**config.mk**
```make
export PLATFORM = sky130hd
export DESIGN_NAME = mini_sha256_tail_round_difference_flat
export DESIGN_NICKNAME = d
export VERILOG_FILES = /design/src/hw/rtl/msrd_pkg.sv /design/src/hw/rtl/msrd_stream_if.sv /design/src/hw/rtl/msrd_round_cell.sv /design/src/hw/rtl/mini_sha256_tail_round_difference.sv /design/src/flat_wrapper.sv
export SDC_FILE = /design/constraint.sdc
export NUM_CORES = 2
export LEC_CHECK = 0
export BUFFER_PORTS_ARGS = -buffer_cell sky130_fd_sc_hd__buf_2
export CAP_MARGIN = 0
export CORE_UTILIZATION = 50
export CTS_CLUSTER_SIZE = 28
export DETAILED_ROUTE_END_ITERATION = 8
export HOLD_SLACK_MARGIN = 0.03
export PLACE_DENSITY = 0.71
export SYNTH_ARGS = -nofsm -noshare
export SYNTH_HDL_FRONTEND = slang
export SYNTH_SLANG_ARGS = --single-unit
```
**constraint.sdc**
```tcl
create_clock -name clk -period 27 [get_ports clk]
set_input_delay 4.05 -clock clk [delete_from_list [all_inputs] [get_ports clk]]
set_output_delay 4.05 -clock clk [all_outputs]
set_load 0.01 [all_outputs]
```
**src/hw/rtl/msrd_pkg.sv**
```systemverilog
// Package: types, round constants and mixing functions of the byte-wide tail rounds
package msrd_pkg;

	localparam int unsigned WordWidth   = 8;
	localparam int unsigned NumRegs     = 8;
	localparam int unsigned NumRounds   = 7;
	localparam int unsigned NumSched    = 7;
	localparam int unsigned FreeWords   = 4;
	localparam int unsigned NumMsgs     = 2;
	localparam int unsigned SchedFirst  = 3;
	localparam int unsigned SchedLast   = 5;
	localparam int unsigned CfgWidth    = 64;
	localparam int unsigned CfgIdxWidth = 3;
	localparam int unsigned DataWidth   = WordWidth * NumRegs;

	typedef logic [WordWidth-1:0] word_t;
	typedef word_t [NumRegs-1:0] regs_t;
	typedef word_t [NumSched-1:0] sched_t;

	typedef struct packed {
		regs_t  [NumMsgs-1:0] r;
		sched_t [NumMsgs-1:0] w;
	} pipe_t;

	localparam logic [CfgIdxWidth-1:0] CfgStateFirst  = 3'd0;
	localparam logic [CfgIdxWidth-1:0] CfgStateSecond = 3'd1;
	localparam logic [CfgIdxWidth-1:0] CfgSchedFirst  = 3'd2;
	localparam logic [CfgIdxWidth-1:0] CfgSchedSecond = 3'd3;

	localparam word_t RoundK [NumRounds] = '{
		8'h6f, 8'h14, 8'h08, 8'hfa, 8'heb, 8'hf7, 8'hf2
	};

	function automatic word_t rotr(word_t x, int unsigned k);
		logic [2*WordWidth-1:0] d;
		d = {x, x} >> k;
		return d[WordWidth-1:0];
	endfunction

	function automatic word_t big0(word_t x);
		return rotr(x, 1) ^ rotr(x, 3) ^ rotr(x, 6);
	endfunction

	function automatic word_t big1(word_t x);
		return rotr(x, 2) ^ rotr(x, 3) ^ rotr(x, 6);
	endfunction

	function automatic word_t small0(word_t x);
		return rotr(x, 2) ^ rotr(x, 4) ^ (x >> 1);
	endfunction

	function automatic word_t small1(word_t x);
		return rotr(x, 4) ^ rotr(x, 5) ^ (x >> 2);
	endfunction

endpackage

```
**src/hw/rtl/msrd_stream_if.sv**
```systemverilog
// Valid/ready stream interfaces for the input and result channels
interface msrd_in_if import msrd_pkg::*; ();
	logic                 valid;
	logic                 ready;
	logic [DataWidth-1:0] free_bits;

	modport source (output valid, output free_bits, input ready);
	modport sink (input valid, input free_bits, output ready);
endinterface

interface msrd_out_if import msrd_pkg::*; ();
	logic                 valid;
	logic                 ready;
	logic [DataWidth-1:0] state_difference;

	modport source (output valid, output state_difference, input ready);
	modport sink (input valid, input state_difference, output ready);
endinterface

```
**src/hw/rtl/msrd_round_cell.sv**
```systemverilog
// One round of both messages, with optional schedule extension, as a pipeline cell
module msrd_round_cell import msrd_pkg::*; #(
	parameter int unsigned ROUND = 0
) (
	input  logic                 clk,
	input  logic                 arst_n,
	input  sched_t [NumMsgs-1:0] sched,
	input  logic                 in_valid,
	output logic                 in_ready,
	input  pipe_t                in_data,
	output logic                 out_valid,
	input  logic                 out_ready,
	output pipe_t                out_data
);

	logic  valid_q;
	pipe_t data_q;
	pipe_t next;

	assign in_ready  = !valid_q || out_ready;
	assign out_valid = valid_q;
	assign out_data  = data_q;

	always_comb begin
		word_t ch, mj, t1, t2;
		next = in_data;
		for (int m = 0; m < NumMsgs; m++) begin
			ch = (in_data.r[m][4] & in_data.r[m][5]) ^ (~in_data.r[m][4] & in_data.r[m][6]);
			mj = (in_data.r[m][0] & in_data.r[m][1]) ^ (in_data.r[m][0] & in_data.r[m][2])
				^ (in_data.r[m][1] & in_data.r[m][2]);
			t1 = in_data.r[m][7] + big1(in_data.r[m][4]) + ch + RoundK[ROUND]
				+ in_data.w[m][ROUND];
			t2 = big0(in_data.r[m][0]) + mj;
			next.r[m][7] = in_data.r[m][6];
			next.r[m][6] = in_data.r[m][5];
			next.r[m][5] = in_data.r[m][4];
			next.r[m][4] = in_data.r[m][3] + t1;
			next.r[m][3] = in_data.r[m][2];
			next.r[m][2] = in_data.r[m][1];
			next.r[m][1] = in_data.r[m][0];
			next.r[m][0] = t1 + t2;
		end
	end

	pipe_t ext;

	if (ROUND >= SchedFirst && ROUND <= SchedLast) begin : g_sched
		localparam int unsigned J = ROUND - SchedFirst;
		always_comb begin
			ext = next;
			for (int m = 0; m < NumMsgs; m++) begin
				ext.w[m][ROUND+1] = small1(in_data.w[m][ROUND-1]) + sched[m][4+J]
					+ small0(sched[m][1+J]) + sched[m][J];
			end
		end
	end else begin : g_nosched
		assign ext = next;
	end

	always_ff @(posedge clk or negedge arst_n) begin
		if (!arst_n) begin
			valid_q <= 1'b0;
		end else if (in_ready) begin
			valid_q <= in_valid;
		end
	end

	always_ff @(posedge clk) begin
		if (in_ready && in_valid) begin
			data_q <= ext;
		end
	end

endmodule

```
**src/hw/rtl/mini_sha256_tail_round_difference.sv**
```systemverilog
// Top level: configuration registers and the chain of seven round cells
//
// Usage:
//   Input channel in_ch carries free_bits: bytes 0..3 are schedule words
//   57..60 of the first message, bytes 4..7 those of the second message.
//   Result channel out_ch carries state_difference, the byte-wise XOR of
//   the final registers a..h of both messages (byte i is register i).
//   Configuration: cfg_we, cfg_index, cfg_data. Index 0/1 write the working
//   registers after round 56 of message one/two, index 2/3 write the fixed
//   schedule words 45,46,47,48,54,55,56 (bits above 55 dropped). Other
//   indexes are ignored. Write only while no beat is in flight.
//   An accepted input beat passes through the seven round cells, one round
//   per cell, to the result beat; a new beat is taken every cycle unless the
//   receiver stalls. Throughput: one item per cycle while not stalled,
//   set by the seven-cell round chain; the last cell is the output register.
//   Reset clears all cell valid bits and all configuration registers to 0.
//   When the receiver stalls, cells fill up from the output backward and
//   in_ch.ready drops once every cell holds a beat.
module mini_sha256_tail_round_difference import msrd_pkg::*; (
	input  logic                   clk,
	input  logic                   arst_n,
	input  logic                   cfg_we,
	input  logic [CfgIdxWidth-1:0] cfg_index,
	input  logic [CfgWidth-1:0]    cfg_data,
	msrd_in_if.sink                in_ch,
	msrd_out_if.source             out_ch
);

	regs_t  [NumMsgs-1:0] state_q;
	sched_t [NumMsgs-1:0] sched_q;

	always_ff @(posedge clk or negedge arst_n) begin
		if (!arst_n) begin
			state_q <= '0;
			sched_q <= '0;
		end else if (cfg_we) begin
			unique case (cfg_index)
				CfgStateFirst:  state_q[0] <= cfg_data;
				CfgStateSecond: state_q[1] <= cfg_data;
				CfgSchedFirst:  sched_q[0] <= cfg_data[WordWidth*NumSched-1:0];
				CfgSchedSecond: sched_q[1] <= cfg_data[WordWidth*NumSched-1:0];
				default: ;
			endcase
		end
	end

	logic  link_valid [NumRounds+1];
	logic  link_ready [NumRounds+1];
	pipe_t link_data  [NumRounds+1];
	pipe_t head;

	always_comb begin
		head = '0;
		for (int m = 0; m < NumMsgs; m++) begin
			head.r[m] = state_q[m];
			for (int k = 0; k < FreeWords; k++) begin
				head.w[m][k] = in_ch.free_bits[(m*FreeWords+k)*WordWidth +: WordWidth];
			end
		end
	end

	assign link_data[0]  = head;
	assign link_valid[0] = in_ch.valid;
	assign in_ch.ready   = link_ready[0];

	for (genvar i = 0; i < NumRounds; i++) begin : g_cell
		msrd_round_cell #(
			.ROUND(i)
		) u_cell (
			.clk      (clk),
			.arst_n   (arst_n),
			.sched    (sched_q),
			.in_valid (link_valid[i]),
			.in_ready (link_ready[i]),
			.in_data  (link_data[i]),
			.out_valid(link_valid[i+1]),
			.out_ready(link_ready[i+1]),
			.out_data (link_data[i+1])
		);
	end

	assign link_ready[NumRounds] = out_ch.ready;
	assign out_ch.valid          = link_valid[NumRounds];
	assign out_ch.state_difference = link_data[NumRounds].r[0] ^ link_data[NumRounds].r[1];

endmodule

```
**src/flat_wrapper.sv**
```systemverilog
// flat-port wrapper written by rule: the top's interface ports become plain ports
module mini_sha256_tail_round_difference_flat import msrd_pkg::*;
  (clk, arst_n, cfg_we, cfg_index, cfg_data, in_ch_valid, in_ch_free_bits, in_ch_ready, out_ch_valid, out_ch_state_difference, out_ch_ready);
  msrd_in_if in_ch_i ();
  msrd_out_if out_ch_i ();
  input  logic clk;
  input  logic arst_n;
  input  logic cfg_we;
  input  logic [CfgIdxWidth-1:0] cfg_index;
  input  logic [CfgWidth-1:0] cfg_data;
  input wire logic [$bits(in_ch_i.valid)-1:0] in_ch_valid;
  input wire logic [$bits(in_ch_i.free_bits)-1:0] in_ch_free_bits;
  output wire logic [$bits(in_ch_i.ready)-1:0] in_ch_ready;
  output wire logic [$bits(out_ch_i.valid)-1:0] out_ch_valid;
  output wire logic [$bits(out_ch_i.state_difference)-1:0] out_ch_state_difference;
  input wire logic [$bits(out_ch_i.ready)-1:0] out_ch_ready;
  assign in_ch_i.valid = in_ch_valid;
  assign in_ch_i.free_bits = in_ch_free_bits;
  assign in_ch_ready = in_ch_i.ready;
  assign out_ch_valid = out_ch_i.valid;
  assign out_ch_state_difference = out_ch_i.state_difference;
  assign out_ch_i.ready = out_ch_ready;
  mini_sha256_tail_round_difference u_core (.clk(clk), .arst_n(arst_n), .cfg_we(cfg_we), .cfg_index(cfg_index), .cfg_data(cfg_data), .in_ch(in_ch_i), .out_ch(out_ch_i));
endmodule
```
# Word-level counts from Yosys, hierarchy flattened

Index checks and enable logic that the tools add are counted.

Flip-flop bits (word level): 1335
Output and inout bits: 66
Logic and storage cells: 525

Add/subtract/negate cells: 116
Eq/ne operators: 3
Bitwise operators: 207
Reductions and logical operators: 26

Operators by type and width:

| operator              | number |
|---|---|
| $xor A8 B8 Y8         | 110 |
| $add A8 B8 Y8         | 102 |
| $and A8 B8 Y8         | 70 |
| $not A8 Y8            | 14 |
| $add A8 B8 Y8 const B | 8 |
| $xor A64 B64 Y64      | 1 |
| $xor A8 B6 Y8         | 6 |
| $xor A8 B7 Y8         | 6 |
| $add A8 B4 Y8 const B | 2 |
| $add A8 B5 Y8 const B | 2 |
| $add A8 B7 Y8 const B | 2 |
| $reduce_and A2 Y1     | 4 |
| $logic_and A1 B1 Y1   | 7 |
| $logic_not A1 Y1      | 7 |
| $logic_or A1 B1 Y1    | 7 |
| $eq A3 B2 Y1 const B  | 2 |
| $eq A3 B1 Y1 const B  | 1 |
| $logic_not A3 Y1      | 1 |

# Logic depth before layout (Yosys ltp)

Depth after elaboration: 9
Depth in mapped cells: 23
Gate-level depth less buffers: 23

# Cells and area by module

From an unflattened synthesis, not the netlist that was laid out.

Cell total of the unflattened synthesis: 5660
Area total of the unflattened synthesis: 90910.9 um^2

By module, submodules not included:

| module                                     | times used | cells each | area an instance (um^2) | seq. area each (um^2) |
|---|---|---|---|---|
| msrd_round_cell at u_core.g_cell[5].u_cell | 1          | 866        | 12623.4                 | 7231.9 |
| msrd_round_cell at u_core.g_cell[4].u_cell | 1          | 860        | 12595.8                 | 7231.9 |
| msrd_round_cell at u_core.g_cell[3].u_cell | 1          | 841        | 12524.5                 | 7231.9 |
| msrd_round_cell at u_core.g_cell[0].u_cell | 1          | 643        | 10822.9                 | 7231.9 |
| msrd_round_cell at u_core.g_cell[6].u_cell | 1          | 659        | 10819.1                 | 7231.9 |
| msrd_round_cell at u_core.g_cell[1].u_cell | 1          | 613        | 10646.5                 | 7231.9 |
| msrd_round_cell at u_core.g_cell[2].u_cell | 1          | 603        | 10630.2                 | 7231.9 |
| mini_sha256_tail_round_difference          | 1          | 575        | 10248.6                 | 6005.8 |

# Least setup slack after synthesis

Ideal clock, no wire load.

Path kind: input port to flip-flop
Start: input out_ch_ready
End: register u_core.g_cell[5].u_cell.data_q, in the netlist u_core.g_cell[5].u_cell.out_data[104] (enable)
Setup time: 0.868 ns
Arrival: 14.533 ns
Data required time: 26.132 ns
Slack: 11.599 ns
Cell stages on the path: 2
Path through: nor2b_1 > a21boi_0

Word-level cells in the longest chain between the ends: 3

RTL lines:

| element                         | RTL line              | source |
|---|---|---|
| start, declared                 | flat_wrapper.sv:16    | `input wire logic [$bits(out_ch_i.ready)-1:0] out_ch_ready;` |
| $logic_or A1 B1 Y1 (2 in a row) | msrd_round_cell.sv:20 | `assign in_ready = !valid_q \|\| out_ready;` |
| $logic_and A1 B1 Y1             | msrd_round_cell.sv:69 | `if (in_ready && in_valid) begin` |
| end signal, assigned            | msrd_round_cell.sv:70 | `data_q <= ext;` |
| end, declared                   | msrd_round_cell.sv:17 | `pipe_t data_q;` |

No other way between the ends.
A chain may end at the register's enable or synchronous reset.

# Worst setup path in the final report

Start: input out_ch_ready
End: output in_ch_ready

Word-level cells in the longest chain between the ends: 7

RTL lines:

| element                         | RTL line              | source |
|---|---|---|
| $logic_or A1 B1 Y1 (7 in a row) | msrd_round_cell.sv:20 |  |
| end, declared                   | flat_wrapper.sv:13    | `output wire logic [$bits(in_ch_i.ready)-1:0] in_ch_ready;` |

No other way between the ends.

==> out/qor.yml <==
outcome:
  status: "finished, final reports clean"
worst_hold_path:
  hold_start: "u_core.g_cell[0].u_cell.out_data[78]$_DFFE_PP_"
  hold_path.class: "flop to flop"
sta:
  maxClockFrequency_mhz: 98.9
  finalHoldViolCount: 0
  setup_viol: 0
  tightestPinTransition_ns: 1.17
  rsz0062_at_grt: "false"
  fin_tns_setup_ns: 0
  slew_headroom_pct: 21.8
  fin_crit_sh_pct: 37.5
  slew_violations: 0
  hold_ws_ns: 0.406
  finClkSkew_ns: 0.0302
  fin_crit_ns: 10.11
clock_network:
  path_clk_slew_ns: 0.06
  clockRootBuffer: "clkbuf_16"
  clk_latency_ns: 0.79
  hold_buffers: 0
  cts_tree: "yes"
  cts_setup_buffers: 0
  cts_sinks: 1335
  htree_levels: 4
  cts_buffer_depth: 3
  numCtsBuffers: 144
  post_cts_resized: 0
logic_synthesis:
  ys_warn_count: 0
  synth_nets: 5837
  async_flop_share_pct: 18.5
  yosysSeqAreaShare_pct: 54.4
  syn-instance-count: 4891
  syn-mean-instance-area_um2: 14.6
  synth_top_area_share_pct: 45.7
  yosysUniqueCellTypes: 38
  ys_ff_latch: 1335
  synth_edf_count: 1088
  ys.flop_type: "edfxtp_1"
  synth_top_cell_by_area: "edfxtp_1"
  synth_area_um2: 71400
  synth_area_leaders: "edfxtp_1 (46%), fa_1 (11%), xnor2_1 (8.8%)"
setup_path:
  critPathKind: "input port to primary output"
  crit_buf_inv: 2
  cp_common_cell: "buf_2"
  cpLargestDelayFamily: "simple AND/OR/NAND/NOR gates"
  max_stage_delay_ns: 0.50
  arrival_ns: 6.06
  crit_fanout: 6
  worstPathRequired_ns: 22.95
  setup.worst_path.start_class: "input port"
  end_kind: "primary output"
  crit_path_start: "out_ch_ready"
  critPathSlowestCell: "nor2b_1"
  crit_chain: "buf_2, nor2b_1, nand4_1, nor2_1, nand3_1, buf_2"
  r2r-start: "u_core.g_cell[0].u_cell.out_data[147]$_DFFE_PP_"
cells_and_area:
  drive_gt1_share_pct: 13.6
  syn_to_final_growth_pct: 11.7
  final_core_util_pct: 56.3
  fin_cells: 7236
  nNetsFinal: 6171
drt:
  routed_via_density: 5.26
  drt_iter0_drc: 2987
  firstDrtPassIters: 5
  drt-wirelength-per-cell_um: 22.9
  drc: 0
  ant_nets: 0
  routed-via-count: 38000
  drt-total-wl_um: 165000
global_route:
  grt_pass1_wl_um: 247000
  grt_start_max_net_pins: 102
  grt_overflow: 0
  grt_pass1_vias: 39100
  track_usage_pct: 23.2
  antenna_found_initial: 24
die:
  start_util_pct: 50.5
  chipHeight_um: 380
  dieWidth_um: 380
  rows: 138
  die_area_um2: 144000
  io_pins: 202
  placeableCoreArea_um2: 142000
place:
  dp.cells: 6969
  port_buffers: 201
  dp_hpwl_um: 130000
  gp_congestion: 0.898
run:
  maxCapViolCount: 0
## cell usage after synthesis, types with 4 or more instances
library cell / instances
nand2b_1: 17
nor2b_1: 21
mux2_2: 258
nor3_1: 13
xor2_1: 257
ha_1: 410
xnor2_2: 8
fa_1: 400
maj3_1: 29
edfxtp_1: 1088
o21ai_0: 160
buf_2: 19
xor2_2: 6
a21oi_1: 171
a31oi_1: 13
o21a_1: 9
dfrtp_1: 247
clkbuf_1: 14
and2_1: 4
mux2i_1: 86
inv_1: 618
a21o_1: 146
o21bai_1: 45
nor2_1: 84
a21boi_0: 4
xnor2_1: 719
nand2_1: 26
## cells by family after synthesis
group	count (synthesis)	share of synthesized area, %
DFF	1335	54.4
xor gates and xnor gates	990	12.3
and+or+nand+nor	181	1.21
muxes	344	5.27
AOI/OAI and AO/OA	551	4.61
buffers and inverters	651	3.45
adders and majority gates	839	18.8
## registers in the layout, indices dropped and copies added (netlist names)
name and count:
u_core.sched_q 112, u_core.head 128, u_core.g_cell.u_cell.out_valid 7, u_core.g_cell.u_cell.out_data 1088
## path summary, 6_finish.rpt
| check | slack, ns | depth (start not counted) | to |
|---|---|---|---|
| min | 0.41 | 0 | u_core.g_cell[1].u_cell.out_data[78]$_DFFE_PP_ |
| min in group asynchronous | 3.28 | 1 | u_core.g_cell[0].u_cell.out_valid$_DFFE_PN0N_ |
| min reg2reg | 0.41 | 0 | u_core.g_cell[1].u_cell.out_data[78]$_DFFE_PP_ |
| max | 16.89 | 6 | in_ch_ready |
| max in group asynchronous | 22.02 | 2 | u_core.g_cell[6].u_cell.out_valid$_DFFE_PN0P_ |
| max reg2reg | 21.36 | 20 | u_core.g_cell[1].u_cell.out_data[119]$_DFFE_PP_ |
## metrics by stage
stage	cell area (um2)	worst slack, ns
6_report	79800	16.89
5_1_grt	79800	16.78
4_1_cts	79800	16.91
3_5_place_dp	74900	16.90
3_3_place_gp	74900	16.96
2_1_floorplan	71400	11.60
## area by class of cell
cell class / count / area, um2
fill: 11300 / 61800
clock inverter: 86 / 987
sequential: 1335 / 38900
antenna: 5 / 12.5
timing repair buffer: 221 / 1170
tap: 1890 / 2360
clock buffer: 176 / 3870
multi-input combinational: 2905 / 30200
inverter: 618 / 2320
## layout by cell type, fill, tap and decap left out, drive strengths merged, types with 3 or more instances in the layout
cell	netlist	layout
dfrtp	247	247
ha	410	410
maj3	29	29
o21a	9	9
bufinv	0	17
mux2i	86	86
o21bai	45	45
nor2b	21	21
xor2	263	263
a21oi	171	171
and2	4	4
clkbuf	14	176
o21ai	160	160
clkinv	0	45
a21boi	4	4
nor3	13	13
a21o	146	146
nand2	26	26
buf	19	221
inv	618	632
fa	400	400
xnor2	727	727
nor3b	3	3
diode	0	5
and3	3	3
mux2	258	258
clkinvlp	0	10
nor2	84	84
a31oi	13	13
edfxtp	1088	1088
nand2b	17	17
## metal layers
| layer | up-vias | share of wire (%) | GRT usage (%) | wire length [um] |
|---|---|---|---|---|
| li1 | 17400 | - | - | - |
| met1 | 19200 | 44 | 32.0 | 73100 |
| met2 | 1074 | 47 | 37.6 | 78300 |
| met3 | 282 | 5.5 | 3.98 | 9020 |
| met4 | 24 | 2.9 | 7.21 | 4800 |
| met5 | - | 0.097 | 0 | 160 |
Power is left out: the tool's default activity adds up to more than one toggle a clock period on the data nets, which glitch-free logic cannot reach.
